$ cat config.mk
export PLATFORM = sky130hd
export DESIGN_NAME = tkss_cell
export DESIGN_NICKNAME = d
export VERILOG_FILES = /design/src/rtl/tkss_pkg.sv /design/src/rtl/tkss_cell.sv
export SDC_FILE = /design/constraint.sdc
export NUM_CORES = 1
export LEC_CHECK = 0
export BUFFER_PORTS_ARGS = -buffer_cell sky130_fd_sc_hd__clkbuf_2
export CAP_MARGIN = 20
export CORE_ASPECT_RATIO = 1.5
export CORE_UTILIZATION = 49
export CTS_BUF_LIST = sky130_fd_sc_hd__clkbuf_8
export DETAILED_ROUTE_END_ITERATION = 10
export GPL_TIMING_DRIVEN = 0
export PLACE_DENSITY_LB_ADDON = 0.15
export SYNTH_ARGS = -nofsm -noshare
export SYNTH_HDL_FRONTEND = slang
export SYNTH_SLANG_ARGS = --single-unit
$ cat constraint.sdc
create_clock -name clock -period 7.4 [get_ports clock]
set_input_delay 0.74 -clock clock [delete_from_list [all_inputs] [get_ports clock]]
set_output_delay 0.74 -clock clock [all_outputs]
set_load 0.1 [all_outputs]
$ cat src/rtl/tkss_pkg.sv
`timescale 1ns / 1ps

package tkss_pkg;

   localparam int MAX_KEEP_DEFAULT = 64;
   localparam int KEEP_W = 7;
   localparam logic [KEEP_W-1:0] KEEP_RESET = 7'd10;
   localparam int ID_W = 32;
   localparam int DIST_W = 32;

   localparam logic [1:0] OP_OFFER = 2'd0;
   localparam logic [1:0] OP_READ  = 2'd1;
   localparam logic [1:0] OP_CLEAR = 2'd2;

   typedef struct packed {
      logic [1:0]               operation;
      logic [ID_W-1:0]          doc_id;
      logic signed [DIST_W-1:0] distance;
      logic                     distance_valid;
   } req_type;

   typedef struct packed {
      logic [ID_W-1:0]          out_doc_id;
      logic signed [DIST_W-1:0] out_distance;
      logic                     store_empty;
   } rsp_type;

   typedef struct packed {
      logic [ID_W-1:0]          id;
      logic signed [DIST_W-1:0] distance;
   } entry_type;

   typedef struct packed {
      logic insert;
      logic pop;
   } cell_ctl_type;

   // a ranks strictly better than b: smaller distance, then larger id
   function automatic logic ranks_better(input entry_type a, input entry_type b);
      logic result;
      if (a.distance != b.distance) begin
         result = a.distance < b.distance;
      end else begin
         result = a.id > b.id;
      end
      return result;
   endfunction

endpackage

$ cat src/rtl/tkss_cell.sv
`timescale 1ns / 1ps

module tkss_cell #(
   parameter int INDEX = 0,
   parameter int CNT_W = 7
) (
   input  logic                    clock,
   input  tkss_pkg::cell_ctl_type  ctl,
   input  logic [CNT_W-1:0]        held,
   input  tkss_pkg::entry_type     new_entry,
   input  tkss_pkg::entry_type     left_entry,
   input  tkss_pkg::entry_type     right_entry,
   input  logic                    left_better,
   output tkss_pkg::entry_type     entry,
   output logic                    better,
   output logic                    worst_lt
);

   tkss_pkg::entry_type entry_ff, entry_in;
   logic occupied;
   logic is_last;

   assign occupied = held > CNT_W'(INDEX);
   assign is_last  = held == CNT_W'(INDEX + 1);
   assign better   = !occupied || tkss_pkg::ranks_better(new_entry, entry_ff);
   assign worst_lt = is_last && (new_entry.distance < entry_ff.distance);
   assign entry    = entry_ff;

   always_comb begin
      entry_in = entry_ff;
      if (ctl.insert) begin
         if (better && left_better) begin
            entry_in = left_entry;
         end else if (better) begin
            entry_in = new_entry;
         end
      end else if (ctl.pop) begin
         entry_in = right_entry;
      end
   end

   always_ff @(posedge clock) begin
      entry_ff <= entry_in;
   end

endmodule

== Word level (Yosys, flattened, before mapping) ==
Cells that the tools add are included.

* Order comparisons: 3
* Equal/unequal tests: 3
* Mux-type cells: 5
* Reductions and logical operators: 6

{| class="wikitable"
|+ Operators with widths
! operator !! number
|-
| 2-to-1 mux 64 bit || 4
|-
| > comparator 32 bit || 1
|-
| less-than comparator 32 bit || 1
|-
| inequality test 32 bit || 1
|-
| == test 7 x 1 -> 1 bit (second input constant) || 1
|-
| > comparator 7 x 1 -> 1 bit (second input constant) || 1
|-
| inequality test 3 x 1 -> 1 bit (second input constant) || 1
|-
| logical AND 1 bit || 2
|-
| AND reduction 2 bit || 1
|-
| nonzero test 2 bit || 1
|-
| logical NOT 1 bit || 1
|-
| logical OR 1 bit || 1
|-
| 2-to-1 mux 1 bit || 1
|}

* Flip-flop bits (word level): 64
* Input bits: 203
* Output and inout bits: 66
* Word-level logic and storage cells: 19

== Logic depth before layout (Yosys ltp) ==
* Depth after elaboration: 6
* Depth in mapped cells: 11
* Mapped depth without buffers: 9

== Least setup slack after synthesis ==
No wires, ideal clock.

* Path type: reg-to-reg
* From: register entry_ff, in the netlist entry[7]
* To: register entry_ff, in the netlist entry[0] (enable)
* Arrival time: 6116 ps
* Required time: 6876 ps
* Path slack: 760 ps
* Cell stages (with the launch flop): 9
* Clock period less this slack: 6640 ps
* Path through: edfxtp_1 inv_1 ha_1 nand4_1 or3_4 a2111oi_4 o311ai_1 and3_2 a31oi_1

* Longest elaborated chain between the ends: 6

{| class="wikitable"
|+ Ends and longest elaborated chain
! element !! line !! text
|-
| from (decl) || tkss_cell.sv:19 || <nowiki>tkss_pkg::entry_type entry_ff, entry_in;</nowiki>
|-
| from (signal assigned) || tkss_cell.sv:43 || <nowiki>entry_ff <= entry_in;</nowiki>
|-
| less-than comparator 32 bit / inequality test 32 bit (equally long branches) || tkss_pkg.sv:42, tkss_pkg.sv:41 ||
|-
| 2-to-1 mux 1 bit * || tkss_pkg.sv:41 || <nowiki>if (a.distance != b.distance) begin</nowiki>
|-
| logical OR 1 bit * || tkss_cell.sv:25 || <nowiki>assign better = !occupied || tkss_pkg::ranks_better(new_entry, entry_ff);</nowiki>
|-
| logical AND 1 bit || tkss_cell.sv:32 || <nowiki>if (better && left_better) begin</nowiki>
|-
| inequality test 3 x 1 -> 1 bit (no source line) * || -- ||
|-
| AND reduction 2 bit (no source line) * || -- ||
|}

Mark *: on every way between the ends. The rest lies on a longest branch, timed or not.
A chain may end at the register's enable or synchronous reset.

== Worst setup path after layout ==
* From: input new_entry[14] (netlist name)
* To: output worst_lt

* Longest elaborated chain between the ends: 2

{| class="wikitable"
|+ Ends and longest elaborated chain
! element !! line !! text
|-
| from (decl) || tkss_cell.sv:10 || <nowiki>input tkss_pkg::entry_type new_entry,</nowiki>
|-
| less-than comparator 32 bit || tkss_cell.sv:26 || <nowiki>assign worst_lt = is_last && (new_entry.distance < entry_ff.distance);</nowiki>
|-
| logical AND 1 bit || tkss_cell.sv:26 ||
|-
| to (decl) || tkss_cell.sv:16 || <nowiki>output logic worst_lt</nowiki>
|}

Every way passes these cells.

==> key figures <==
Worst setup path
  • Data required time at the worst endpoint: 6660 ps
  • Most frequent CP cell: clkbuf_2
  • FF-to-FF End: entry[3]
  • Setup crit end kind: output port
  • Reg2Reg Setup Slack: 3690 ps
  • Worst path cell trace: clkbuf_2 > ha_1 > nand4_1 > a2111o_1 > a21oi_1 > or3_1 > nand2_1 > nor3_1 > clkbuf_2
  • Worst Path Buf+Inv: 2
  • Setup crit start: new_entry[14]
  • Worst reg2reg path depth: 9
  • Worst path slowest cell: clkbuf_2
  • RR Startpoint: entry[14]
  • Top delay family on crit path: compound AO/OA/AOI/OAI gates
  • CP peak stage delay: 500 ps
  • Crit path kind: input port to output port
  • WP data arrival: 3400 ps
  • Critical Path Source Type: input port
  • Max FO, Critical Path: 6

Hold path
  • Hold endpoint: entry[4]
  • Worst Min Path Start: right_entry[4]
  • Worst hold path type: input port to flip-flop
  • Hold path cells: 3

CTS
  • Post-CTS Setup Inserts: 0
  • Htree depth: 3
  • Clock-pin slew on the worst setup and hold paths: 80 ps
  • Post-CTS Resized: 0
  • CTS tree: yes
  • Root Driver: clkbuf_8
  • Hold buffers post-CTS: 0
  • CTS max path bufs: 2
  • Clk sinks: 64
  • Num CTS Buffers: 9
  • Clock Latency Late Sink: 360 ps

Timing
  • RSZ-0062 raised after global routing: no
  • Fmax: 241 MHz
  • Setup-failing EPs final: 0
  • Crit path time final: 4140 ps
  • Slew Limit Fails: 0
  • Final hold violations: 0
  • Final Cycle Share: 56.0%
  • Fin Clk Skew: 11.2 ps
  • Setup WS post-layout: 3260 ps
  • Max-Slew Margin vs Limit: 30.6%
  • Worst-margin pin slew: 1030 ps

Detailed routing
  • Final wirelength: 19500 um
  • Routed vias/inst: 5.99
  • First-pass DRT Iterations: 5
  • DRT iter0 DRCs: 309
  • DRC errors left: 0
  • Remaining antenna violation count: 0
  • Routed WL per cell: 18.5 um
  • Vias: 6303

Floorplan
  • Initial core utilization: 50.7%
  • IO Count: 269
  • Chip height: 136 um
  • Die footprint: 0.0125 sq mm
  • Die W: 91.6 um
  • Row cnt: 48
  • Core Region: 0.0117 sq mm

Cells and area
  • Area of the multi-input gates: 0.00313 sq mm
  • Ant. Diodes: 0
  • Max reg flops: 64
  • Fillers: 1025
  • Register Area: 0.00192 sq mm
  • Nets: 1165
  • Core Util, Final: 65.7%
  • Area Overhead vs Synth: 29.6%
  • Final Non-Filler Cells: 1053
  • Fraction of layout cells with a size suffix above 1: 38.4%

Synthesis
  • Synth area leader: edfxtp_1
  • Synthesized area per cell: 9.56 sq um
  • Synthesized net count: 885
  • Syn Inst Count: 618
  • Synth Warn #: 0
  • Top cell type's share of synthesized area: 32.5%
  • Mapped cell area: 0.00591 sq mm
  • Count of cell types in the netlist: 53
  • Top cells by area, synth: edfxtp_1, ha_1, o31ai_1
  • Seq/Total Area, Yosys: 32.5%
  • Number of synthesized register bits: 64

Place
  • Place WS: 3240 ps
  • DP Cell Count: 1037
  • Port Buf Inserts: 267
  • HPWL after detailed placement: 15200 um
  • RePlAce Congestion: 0.906

Global routing
  • All-Layer GR Usage: 30.6%
  • Largest net degree at the start of global routing: 24
  • First-pass GRT wire length: 29700 um
  • Initial antenna violation count: 0
  • Number of global-route vias before repair: 6123
  • GRT overflow: 0

Flow run
  • Maxcap violations: 0

Power and ir drop
  • Tot Pwr: 1.90 mW
  • Leak Pwr: 3.93 nW
  • Power Density: 248 mW/mm^2
  • Peak VDD IR: 0.141 mV

Outcome
  • Status: finished clean
[worst reg2reg max path: cells and delay by family (launching register included)]
| family | cells | cell delay, ps |
|---|---|---|
| buffers and inverters | 2 | 310 |
| AO/OA/AOI/OAI | 3 | 1730 |
| AND/OR/NAND/NOR | 3 | 680 |
| flip-flops | 1 | 360 |
| adder cells (fa/ha/maj) | 1 | 310 |
[logic make-up after synthesis]
kind of cell / count (synthesis) / synth area share [%]
AOI/OAI and AO/OA: 186 / 22.1
adders and majority gates: 64 / 13.6
DFF: 64 / 32.5
buffers and inverters: 121 / 14.8
and+or+nand+nor: 183 / 17.0
[through the flow]
| step | area (sq um) | TNS, ps | hold slack [ps] |
|---|---|---|---|
| final | 7660 | 0 | 714 |
| after global routing | 7660 | 0 | 720 |
| after CTS | 7660 | 0 | 705 |
| after detailed placement | 7500 | 0 | 1090 |
| after global placement | 7430 | -71100 | 1080 |
| after floorplan | 5910 | 0 | 989 |
[report_power, final]
| group | switching, mW | total (mW) | internal (mW) |
|---|---|---|---|
| sequential | 0.0371 | 0.530 | 0.493 |
| combinational | 0.814 | 1.10 | 0.289 |
| clock | 0.150 | 0.266 | 0.116 |
| total | 1.00 | 1.90 | 0.898 |
[placed cells by master (no fill, tap or decap), drive strengths merged, types with 9 or more instances in the layout]
cell type | netlist | final
nand3 | 9 | 9
buf | 29 | 31
a31oi | 66 | 66
ha | 64 | 64
o31ai | 64 | 64
nor2 | 69 | 69
a21oi | 22 | 22
edfxtp | 64 | 64
inv | 68 | 71
nand4 | 77 | 77
clkbuf | 17 | 293
nand2 | 10 | 10
[layout make-up]
cell class,count,share of cell area (%)
plain buffers,53,8.06
repair buffers,269,18.2
multi-input cells,433,40.8
inverters,68,3.33
well taps,150,2.45
flip-flops and latches,64,25.1
clock inverters,7,0.425
clock buffers,9,1.62
[worst max-delay path by stage]
stage	end	depth (start not counted)	slack, ps
2_1_floorplan	entry[0]	8	760
3_3_place_gp	entry[8]	8	-1110
3_5_place_dp	worst_lt	9	3240
4_1_cts	worst_lt	9	3240
5_1_grt	worst_lt	9	3100
6_report	worst_lt	9	3260
[synth_stat cells (all sizes together)]
| cell | count |
|---|---|
| a2111o | 1 |
| nor3 | 2 |
| nand4 | 77 |
| a311o | 1 |
| and2 | 1 |
| ha | 64 |
| a221o | 1 |
| a21o | 7 |
| a211o | 1 |
| a21boi | 1 |
| nor2b | 3 |
| a2111oi | 3 |
| o211ai | 2 |
| a22o | 1 |
| o21ai | 7 |
| edfxtp | 64 |
| o21bai | 1 |
| o31ai | 64 |
| a31oi | 66 |
| o21a | 2 |
| and4 | 4 |
| o41ai | 1 |
| inv | 68 |
| nor2 | 69 |
| nand2 | 10 |
| o311ai | 1 |
| nand3 | 9 |
| a211oi | 2 |
| nor4 | 3 |
| a31o | 1 |
| or3 | 4 |
| and3 | 1 |
| dlygate4sd3 | 2 |
| clkbuf | 17 |
| o221ai | 1 |
| bufbuf | 5 |
| a21oi | 22 |
| buf | 29 |
[layer usage]
layer | track usage [%] | up-vias | part of all wire, %
met3 | 4.98 | 53 | 6.8
met4 | 13.4 | 0 | 3.0
li1 | - | 2973 | -
met5 | 0 | - | 0
met1 | 33.7 | 2973 | 36
met2 | 57.2 | 304 | 54
Power figures use the tool's default switching activity.
